--- config.mk ---
export PLATFORM = sky130hd
export DESIGN_NAME = keyed_count_table
export DESIGN_NICKNAME = d
export VERILOG_FILES = /design/src/rtl/core/kct_pkg.sv /design/src/rtl/core/kct_ram.sv /design/src/rtl/core/keyed_count_table.sv
export SDC_FILE = /design/constraint.sdc
export NUM_CORES = 2
export LEC_CHECK = 0
export BUFFER_PORTS_ARGS = -buffer_cell sky130_fd_sc_hd__buf_2
export CORE_MARGIN = 3
export CORE_UTILIZATION = 30
export CTS_CLUSTER_DIAMETER = 80
export DETAILED_ROUTE_END_ITERATION = 16
export GPL_TIMING_DRIVEN = 0
export PLACE_DENSITY_LB_ADDON = 0.12
export SLEW_MARGIN = 20
export SYNTH_ARGS = -nofsm -noshare
export SYNTH_HDL_FRONTEND = slang
export SYNTH_SLANG_ARGS = --single-unit
export TNS_END_PERCENT = 30
--- constraint.sdc ---
create_clock -name i_clk -period 19.2 [get_ports i_clk]
set_input_delay 0.96 -clock i_clk [delete_from_list [all_inputs] [get_ports i_clk]]
set_output_delay 0.96 -clock i_clk [all_outputs]
set_load 0.005 [all_outputs]
--- src/rtl/core/kct_pkg.sv ---
// Package with the constants, codes and transfer types of the keyed count table.
`timescale 1ns / 1ps
`default_nettype none

package kct_pkg;

    localparam int MAX_ENTRIES = 32;
    localparam int IDX_W       = (MAX_ENTRIES > 1) ? $clog2(MAX_ENTRIES) : 1;
    localparam int OCC_W       = $clog2(MAX_ENTRIES + 1);
    localparam int LIM_W       = 6;
    localparam int CMP_W       = (OCC_W > LIM_W) ? OCC_W : LIM_W;
    localparam int KEY_W       = 32;
    localparam int CNT_W       = 32;
    localparam int AMT_W       = 16;
    localparam int ENTRY_W     = KEY_W + CNT_W;
    localparam int ADDR_W      = 3;
    localparam int DATA_W      = 32;

    localparam logic [LIM_W-1:0] SLOT_LIMIT_RESET = LIM_W'(24);
    localparam logic [CNT_W-1:0] COUNT_MAX        = '1;

    localparam logic [1:0] FUNC_ADD    = 2'd0;
    localparam logic [1:0] FUNC_REMOVE = 2'd1;
    localparam logic [1:0] FUNC_QUERY  = 2'd2;

    localparam logic [ADDR_W-1:0] REG_SLOT_LIMIT = ADDR_W'(0);

    typedef struct packed {
        logic [1:0]       func;
        logic [KEY_W-1:0] item_key;
        logic [AMT_W-1:0] amount;
    } t_cmd;

    typedef struct packed {
        logic             accepted;
        logic [CNT_W-1:0] item_count;
        logic [5:0]       used_entries;
        logic             has_space;
    } t_result;

endpackage

`default_nettype wire

--- src/rtl/core/kct_ram.sv ---
// Generic single-port-write, single-port-read RAM with registered read data.
`timescale 1ns / 1ps
`default_nettype none

module kct_ram #(
    parameter int WIDTH = 64,
    parameter int DEPTH = 32
) (
    input  wire logic                                         i_clk,
    input  wire logic                                         i_we,
    input  wire logic [((DEPTH > 1) ? $clog2(DEPTH) : 1)-1:0] i_waddr,
    input  wire logic [WIDTH-1:0]                             i_wdata,
    input  wire logic [((DEPTH > 1) ? $clog2(DEPTH) : 1)-1:0] i_raddr,
    output logic      [WIDTH-1:0]                             o_rdata
);

    logic [WIDTH-1:0] r_mem [DEPTH];
    logic [WIDTH-1:0] r_rdata;

    always_ff @(posedge i_clk) begin
        if (i_we) begin
            r_mem[i_waddr] <= i_wdata;
        end
        r_rdata <= r_mem[i_raddr];
    end

    assign o_rdata = r_rdata;

endmodule

`default_nettype wire

--- src/rtl/core/keyed_count_table.sv ---
// Top level of the keyed count table: sequencer, shared adder and compare, entry RAM.
//
//   Channel   Ports                                  Transfer when
//   command   start, busy, i_cmd                     start high and busy low
//   result    o_done, o_result                       o_done high (one cycle)
//   config    psel, penable, pwrite, paddr, pwdata,  psel, penable, pwrite, pready
//             prdata, pready
//
// A command scans the stored entries one at a time through the single RAM read port,
// reading and then comparing each, until the key matches or the entries run out. A remove
// that deletes an entry then moves each later entry down through the same port.
// Reset clears the entry count and returns the slot limit to 24; the RAM needs no clearing.
// The result is shown for one cycle and the receiver cannot stall it.
`timescale 1ns / 1ps
`default_nettype none

module keyed_count_table (
    input  wire logic                         i_clk,
    input  wire logic                         i_rst_n,
    input  wire logic                         start,
    output logic                              busy,
    input  wire kct_pkg::t_cmd                i_cmd,
    output logic                              o_done,
    output kct_pkg::t_result                  o_result,
    input  wire logic                         psel,
    input  wire logic                         penable,
    input  wire logic                         pwrite,
    input  wire logic [kct_pkg::ADDR_W-1:0]   paddr,
    input  wire logic [kct_pkg::DATA_W-1:0]   pwdata,
    output logic      [kct_pkg::DATA_W-1:0]   prdata,
    output logic                              pready
);

    typedef enum logic [6:0] {
        S_IDLE = 7'b0000001,
        S_RD   = 7'b0000010,
        S_CMP  = 7'b0000100,
        S_EXEC = 7'b0001000,
        S_SRD  = 7'b0010000,
        S_SWR  = 7'b0100000,
        S_DONE = 7'b1000000
    } t_state;

    localparam int NXT_W = kct_pkg::OCC_W + 1;

    t_state                         r_state, n_state;
    logic [kct_pkg::LIM_W-1:0]      r_limit;
    logic [kct_pkg::OCC_W-1:0]      r_occ, n_occ;
    logic [kct_pkg::IDX_W-1:0]      r_idx, n_idx;
    logic                           r_found, n_found;
    logic [kct_pkg::CNT_W-1:0]      r_cnt, n_cnt;
    logic                           r_acc, n_acc;
    logic [1:0]                     r_func;
    logic [kct_pkg::KEY_W-1:0]      r_key;
    logic [kct_pkg::AMT_W-1:0]      r_amt;

    logic                           ram_we;
    logic [kct_pkg::IDX_W-1:0]      ram_waddr;
    logic [kct_pkg::ENTRY_W-1:0]    ram_wdata;
    logic [kct_pkg::IDX_W-1:0]      ram_raddr;
    logic [kct_pkg::ENTRY_W-1:0]    ram_rdata;

    logic [kct_pkg::CMP_W-1:0]      lim_ext;
    logic [kct_pkg::CMP_W-1:0]      eff_lim;
    logic                           has_space;
    logic [NXT_W-1:0]               idx_p1;
    logic [NXT_W-1:0]               idx_p2;
    logic [NXT_W-1:0]               occ_ext;
    logic                           is_sub;
    logic [kct_pkg::CNT_W:0]        alu_b;
    logic [kct_pkg::CNT_W:0]        alu_sum;
    logic                           cfg_wr;

    assign cfg_wr = psel && penable && pwrite && pready;
    assign pready = 1'b1;
    assign prdata = kct_pkg::DATA_W'(r_limit);

    assign lim_ext   = kct_pkg::CMP_W'(r_limit);
    assign eff_lim   = (lim_ext > kct_pkg::CMP_W'(kct_pkg::MAX_ENTRIES))
                     ? kct_pkg::CMP_W'(kct_pkg::MAX_ENTRIES) : lim_ext;
    assign has_space = kct_pkg::CMP_W'(r_occ) < eff_lim;

    assign idx_p1  = NXT_W'(r_idx) + NXT_W'(1);
    assign idx_p2  = NXT_W'(r_idx) + NXT_W'(2);
    assign occ_ext = NXT_W'(r_occ);

    assign is_sub  = (r_func == kct_pkg::FUNC_REMOVE);
    assign alu_b   = is_sub ? ~(kct_pkg::CNT_W + 1)'(r_amt) : (kct_pkg::CNT_W + 1)'(r_amt);
    assign alu_sum = {1'b0, r_cnt} + alu_b + (kct_pkg::CNT_W + 1)'(is_sub);

    assign ram_raddr = (r_state == S_SRD) ? idx_p1[kct_pkg::IDX_W-1:0] : r_idx;

    kct_ram #(
        .WIDTH (kct_pkg::ENTRY_W),
        .DEPTH (kct_pkg::MAX_ENTRIES)
    ) u_ram (
        .i_clk   (i_clk),
        .i_we    (ram_we),
        .i_waddr (ram_waddr),
        .i_wdata (ram_wdata),
        .i_raddr (ram_raddr),
        .o_rdata (ram_rdata)
    );

    always_comb begin
        n_state   = r_state;
        n_occ     = r_occ;
        n_idx     = r_idx;
        n_found   = r_found;
        n_cnt     = r_cnt;
        n_acc     = r_acc;
        ram_we    = 1'b0;
        ram_waddr = r_idx;
        ram_wdata = {r_key, r_cnt};
        case (r_state)
            S_IDLE: begin
                if (start) begin
                    n_idx   = '0;
                    n_found = 1'b0;
                    n_cnt   = '0;
                    n_acc   = 1'b0;
                    n_state = (r_occ == '0) ? S_EXEC : S_RD;
                end
            end
            S_RD: begin
                n_state = S_CMP;
            end
            S_CMP: begin
                if (ram_rdata[kct_pkg::ENTRY_W-1:kct_pkg::CNT_W] == r_key) begin
                    n_found = 1'b1;
                    n_cnt   = ram_rdata[kct_pkg::CNT_W-1:0];
                    n_state = S_EXEC;
                end else if (idx_p1 >= occ_ext) begin
                    n_state = S_EXEC;
                end else begin
                    n_idx   = idx_p1[kct_pkg::IDX_W-1:0];
                    n_state = S_RD;
                end
            end
            S_EXEC: begin
                n_state = S_DONE;
                case (r_func)
                    kct_pkg::FUNC_ADD: begin
                        if (r_amt != '0) begin
                            if (r_found) begin
                                n_cnt     = alu_sum[kct_pkg::CNT_W] ? kct_pkg::COUNT_MAX
                                                                    : alu_sum[kct_pkg::CNT_W-1:0];
                                n_acc     = 1'b1;
                                ram_we    = 1'b1;
                                ram_wdata = {r_key, n_cnt};
                            end else if (has_space) begin
                                n_cnt     = kct_pkg::CNT_W'(r_amt);
                                n_acc     = 1'b1;
                                n_occ     = r_occ + kct_pkg::OCC_W'(1);
                                ram_we    = 1'b1;
                                ram_waddr = r_occ[kct_pkg::IDX_W-1:0];
                                ram_wdata = {r_key, n_cnt};
                            end
                        end
                    end
                    kct_pkg::FUNC_REMOVE: begin
                        if (r_amt != '0 && r_found) begin
                            n_acc = 1'b1;
                            if (alu_sum[kct_pkg::CNT_W]
                                    || alu_sum[kct_pkg::CNT_W-1:0] == '0) begin
                                n_cnt = '0;
                                if (idx_p1 < occ_ext) begin
                                    n_state = S_SRD;
                                end else begin
                                    n_occ = r_occ - kct_pkg::OCC_W'(1);
                                end
                            end else begin
                                n_cnt     = alu_sum[kct_pkg::CNT_W-1:0];
                                ram_we    = 1'b1;
                                ram_wdata = {r_key, n_cnt};
                            end
                        end
                    end
                    kct_pkg::FUNC_QUERY: begin
                        n_acc = r_found;
                    end
                    default: begin
                        n_cnt = '0;
                    end
                endcase
            end
            S_SRD: begin
                n_state = S_SWR;
            end
            S_SWR: begin
                ram_we    = 1'b1;
                ram_wdata = ram_rdata;
                if (idx_p2 < occ_ext) begin
                    n_idx   = idx_p1[kct_pkg::IDX_W-1:0];
                    n_state = S_SRD;
                end else begin
                    n_occ   = r_occ - kct_pkg::OCC_W'(1);
                    n_state = S_DONE;
                end
            end
            S_DONE: begin
                n_state = S_IDLE;
            end
            default: begin
                n_state = S_IDLE;
            end
        endcase
    end

    always_ff @(posedge i_clk) begin
        if (!i_rst_n) begin
            r_state <= S_IDLE;
            r_occ   <= '0;
            r_limit <= kct_pkg::SLOT_LIMIT_RESET;
        end else begin
            r_state <= n_state;
            r_occ   <= n_occ;
            if (cfg_wr && paddr[kct_pkg::ADDR_W-1:2]
                    == kct_pkg::REG_SLOT_LIMIT[kct_pkg::ADDR_W-1:2]) begin
                r_limit <= pwdata[kct_pkg::LIM_W-1:0];
            end
        end
    end

    always_ff @(posedge i_clk) begin
        r_idx   <= n_idx;
        r_found <= n_found;
        r_cnt   <= n_cnt;
        r_acc   <= n_acc;
        if (r_state == S_IDLE && start) begin
            r_func <= i_cmd.func;
            r_key  <= i_cmd.item_key;
            r_amt  <= i_cmd.amount;
        end
    end

    assign busy                  = (r_state != S_IDLE);
    assign o_done                = (r_state == S_DONE);
    assign o_result.accepted     = r_acc;
    assign o_result.item_count   = r_cnt;
    assign o_result.used_entries = 6'(r_occ);
    assign o_result.has_space    = has_space;

endmodule

`default_nettype wire

==> results.md <==
- The flow ran to the end, and the final reports show no timing, DRC or antenna violations.
- Across every metal layer, demand over resource in global routing totals 18.9%.
- The post-synthesis to final-layout area growth is 20.1%.
- The startpoint of the worst register-to-register path is r_func[1]$_DFFE_PP_.
- The maximum number of pins on one net before global-route repair is 33.
- The overall via count from detail_route is 48628.
- After detailed routing, the number of vias per cell comes to 5.20.
- Max-cap violations in this run came to 0.
- The count of H-tree levels built during CTS is 4.
- The maximum resistive drop on vdd is 0.0811 mV.
- The net count of the finished layout is 5361.
- The post-layout minimum cycle time is 9.26 ns.
- Among all flip-flop cells after synthesis, the most frequent one is sky130_fd_sc_hd__edfxtp_1.
- The detailed router finished its first iteration with 5132 violations.
- The ratio of cells with drive above 1 in the final layout is 27.3%.
- In the synthesized netlist, the number of instances is 4655.
- The global-route wire length before repair is 409000 µm.
- The worst setup path is captured at a flop.
- Adding up every negative setup slack in the final design gives 0 ns.
- Setup repair after global routing left no endpoint under its margin.
- The worst path arrival time is 9.89 ns.
- The async set or reset register ratio after synthesis is 0%.
- Counting the fill cells in the layout gives 27425.
- The area of the mapped netlist is 0.0896 mm².
- The transition time of the tightest slew-check pin is 1.19 ns.
- Between clock sinks in the finished design, the worst skew comes to 0.0658 ns.
- The area of the core region is 0.296 mm².
- The part of the cycle the worst path needs is 48.2%.
- The worst hold path belongs to the class input pin to flop.
- After clock tree synthesis, the flow added hold-fix buffers numbering 0.
- The number of detailed-route iterations in the first pass is 6.
- The number of cells on the worst reg-to-reg path is 23.
- The worst setup path startpoint is r_func[1]$_DFFE_PP_.
- Derived from the worst setup path, the maximum achievable clock frequency is 0.108 GHz.
- After routing the design area is 0.108 mm².
- The number of global-route vias before repair came to 49576.
- At the later pin of the worst-skew pair, clock insertion delay measures 0.91 ns.
- The count of endpoints failing hold in the final timing report was 0.
- The most critical setup path has its endpoint at u_ram.r_mem[9][57]$_DFFE_PP_.
- The endpoint of the most critical register-to-register path is u_ram.r_mem[9][57]$_DFFE_PP_.
- The critical path is of the flop to flop type.
- Summed over all cells, the static leakage comes to 34.8 nW.
- Leaving out fill and tap cells, the most frequent cells in the layout are sky130_fd_sc_hd__edfxtp_1 (2137), sky130_fd_sc_hd__mux4_2 (606), sky130_fd_sc_hd__nand2_1 (489).
- The count of flip-flops with a built-in enable after synthesis is 2137.
- The maximum buffer depth of the clock tree is 4.
- After synthesis, the mean cell area works out to 19.2 µm².
- STA classifies the critical path startpoint as a flop.
- Data on the critical path is required at its endpoint by 19.83 ns.
- After synthesis, the netlist uses 95 different library cells.
- The maximum net fanout on the critical path is 15.
- The placed wire-length estimate is 206000 µm.
- The final wirelength is 294000 µm.
- The count of unresolved DRC violations after routing is 0.
- The overflow left after global routing is 0.
- The count of input and output buffers is 110.
- The die height is 552 µm.
- At the end of routability-driven placement, the weighted congestion stood at 0.889.
- The instance area after placement is 0.0997 mm².
- For this configuration, the core starts out at a cell density of 30.3%.
- The initial antenna violation count came to 10.
- The die footprint is 0.305 mm².
- After clock tree synthesis, the clock-pin slew on the worst setup and hold paths is 0.06 ns.
- For this design the ratio of total power to cell area is 153 mW/mm².
- The number of gates resized after CTS was 0.
- Of the synthesized area, sequential elements account for 73.5%.
- Counting the buffers created by CTS gives 243.
- The register bit total from synthesis is 2220.
- Leaving out fill and tap cells, the most frequent cell in the layout is sky130_fd_sc_hd__edfxtp_1.
- 166 I/O pins were placed.
- The warning count from the yosys run is 0.
- The tree is rooted in a sky130_fd_sc_hd__clkbuf_16.
- The number of clock sinks seen by CTS is 2220.
- The startpoint identified for the worst hold timing path is i_cmd[34].
- Once the clock tree was built, the setup fixing pass inserted 0 buffers.
- The count of nets left with antenna violations once routing finished came out at 0.
- The floorplan has 199 rows.
- Across all register-to-register paths, the minimum setup slack is 9.94 ns.
- Setup violations remaining at the end of the flow were counted as 0.
- The final max-slew violation count is 0.
- The worst relative slew slack is 20.8%.
- TritonCTS built the clock tree.
- In this run the horizontal extent of the chip is 552 µm.
- After detailed routing, the average wire length per cell comes to 31.4 µm.
-- how the worst min path moves through the flow --
stage,endpoint,slack (ns),cells after the start
final,r_key[18]$_DFFE_PP_,0.22,1
after global routing,r_key[16]$_DFFE_PP_,0.17,1
after CTS,r_key[10]$_DFFE_PP_,0.12,1
after detailed placement,r_state[2]$_SDFFE_PN0N_,0.52,2
after global placement,r_state[2]$_SDFFE_PN0N_,0.51,1
after floorplan,r_state[2]$_SDFFE_PN0N_,0.47,2
-- report_power, final --
group          total [mW]  switching, mW  internal (mW)  leakage, nW
combinational        5.61           3.61           2.00         11.0
sequential           6.22          0.214           6.00         20.0
clock                4.63           1.96           2.67         3.81
-- cells in the mapped netlist, types with 30 or more instances --
| cell | count | area [µm²] |
|---|---|---|
| sky130_fd_sc_hd__buf_1 | 76 | 285 |
| sky130_fd_sc_hd__o21ai_0 | 110 | 551 |
| sky130_fd_sc_hd__nand3_1 | 123 | 616 |
| sky130_fd_sc_hd__nor3_1 | 30 | 150 |
| sky130_fd_sc_hd__ha_1 | 54 | 676 |
| sky130_fd_sc_hd__inv_1 | 40 | 150 |
| sky130_fd_sc_hd__clkbuf_1 | 142 | 533 |
| sky130_fd_sc_hd__nor2_1 | 118 | 443 |
| sky130_fd_sc_hd__nand2_1 | 498 | 1870 |
| sky130_fd_sc_hd__edfxtp_1 | 2137 | 64200 |
| sky130_fd_sc_hd__mux4_2 | 606 | 13600 |
| sky130_fd_sc_hd__xnor2_1 | 64 | 561 |
| sky130_fd_sc_hd__a21oi_1 | 94 | 470 |
| sky130_fd_sc_hd__dfxtp_1 | 83 | 1660 |
-- area by class of cell --
class                      instances  area, µm²  share of cell area (%)
sequential                      2220      65800                    61.2
multi-input combinational       2148      23100                    21.5
clock buffer                     334       6650                    6.18
tap                             3919       4900                    4.56
timing repair buffer             290       4510                    4.19
buffer                           270       1250                    1.17
clock inverter                   118       1170                    1.09
inverter                          42        158                   0.147
antenna                            6       15.0                  0.0140
-- stage by stage --
step	std cells	worst slack, ns	utilization [%]	hold slack, ns	power, mW
global route	9342	9.58	36.4	0.166	17.2
finish	9347	9.94	36.4	0.220	16.5
CTS	9341	10.01	36.4	0.124	16.7
floorplan	4680	11.38	-	0.473	9.47
detailed placement	8889	10.04	33.7	0.517	12.0
global placement	8709	3.15	32.2	0.511	11.8
-- flip-flops by register name, summed over array words and instances, names as in the netlist --
name and cells:
r_state 7, r_idx 5, r_found 1, r_occ 6, r_func 2, r_amt 16, u_ram.r_mem 2048, lim_ext 6
r_key 32, r_acc 1, u_ram.o_rdata 64, r_cnt 32
-- cells by family after synthesis --
logic type               share of synthesized area [%]
AND/OR/NAND/NOR                                   4.51
other                                          0.00838
XOR/XNOR                                         0.751
AO/OA/AOI/OAI                                     3.51
multiplexers                                      15.5
adder cells (fa/ha/maj)                          0.777
buffers and inverters                             1.47
flip-flops                                        73.5
-- worst max-delay path, stage by stage, from the launching register on --
cell and delay, ns:
sky130_fd_sc_hd__edfxtp_1 0.57, sky130_fd_sc_hd__inv_1 0.27, sky130_fd_sc_hd__nand2_1 0.26, sky130_fd_sc_hd__clkbuf_1 0.67, sky130_fd_sc_hd__buf_1 0.82, sky130_fd_sc_hd__clkbuf_1 0.62, sky130_fd_sc_hd__xnor2_1 0.20, sky130_fd_sc_hd__ha_1 0.25
sky130_fd_sc_hd__buf_2 0.18, sky130_fd_sc_hd__a21oi_2 0.20, sky130_fd_sc_hd__o21ai_1 0.19, sky130_fd_sc_hd__a21oi_1 0.63, sky130_fd_sc_hd__nand2_1 0.19, sky130_fd_sc_hd__a21bo_1 0.23, sky130_fd_sc_hd__a31oi_1 0.45, sky130_fd_sc_hd__xor2_2 0.45
sky130_fd_sc_hd__nand4_2 0.33, sky130_fd_sc_hd__a31oi_1 0.45, sky130_fd_sc_hd__or2_2 0.18, sky130_fd_sc_hd__clkbuf_1 0.78, sky130_fd_sc_hd__nor2_4 0.34, sky130_fd_sc_hd__buf_12 0.27, sky130_fd_sc_hd__buf_12 0.18, sky130_fd_sc_hd__buf_16 0.17
-- metal layers --
metal / track usage [%] / wire [µm] / vias to the layer above / part of all wire [%]
met5: 0 / 0 / - / 0
met4: 4.46 / 7100 / 0 / 2.4
met3: 2.53 / 16900 / 343 / 5.7
met2: 30.5 / 139000 / 1648 / 47
met1: 27.1 / 131000 / 26412 / 45
li1: - / - / 20225 / -
No activity file was read; power rests on OpenSTA's default activity.
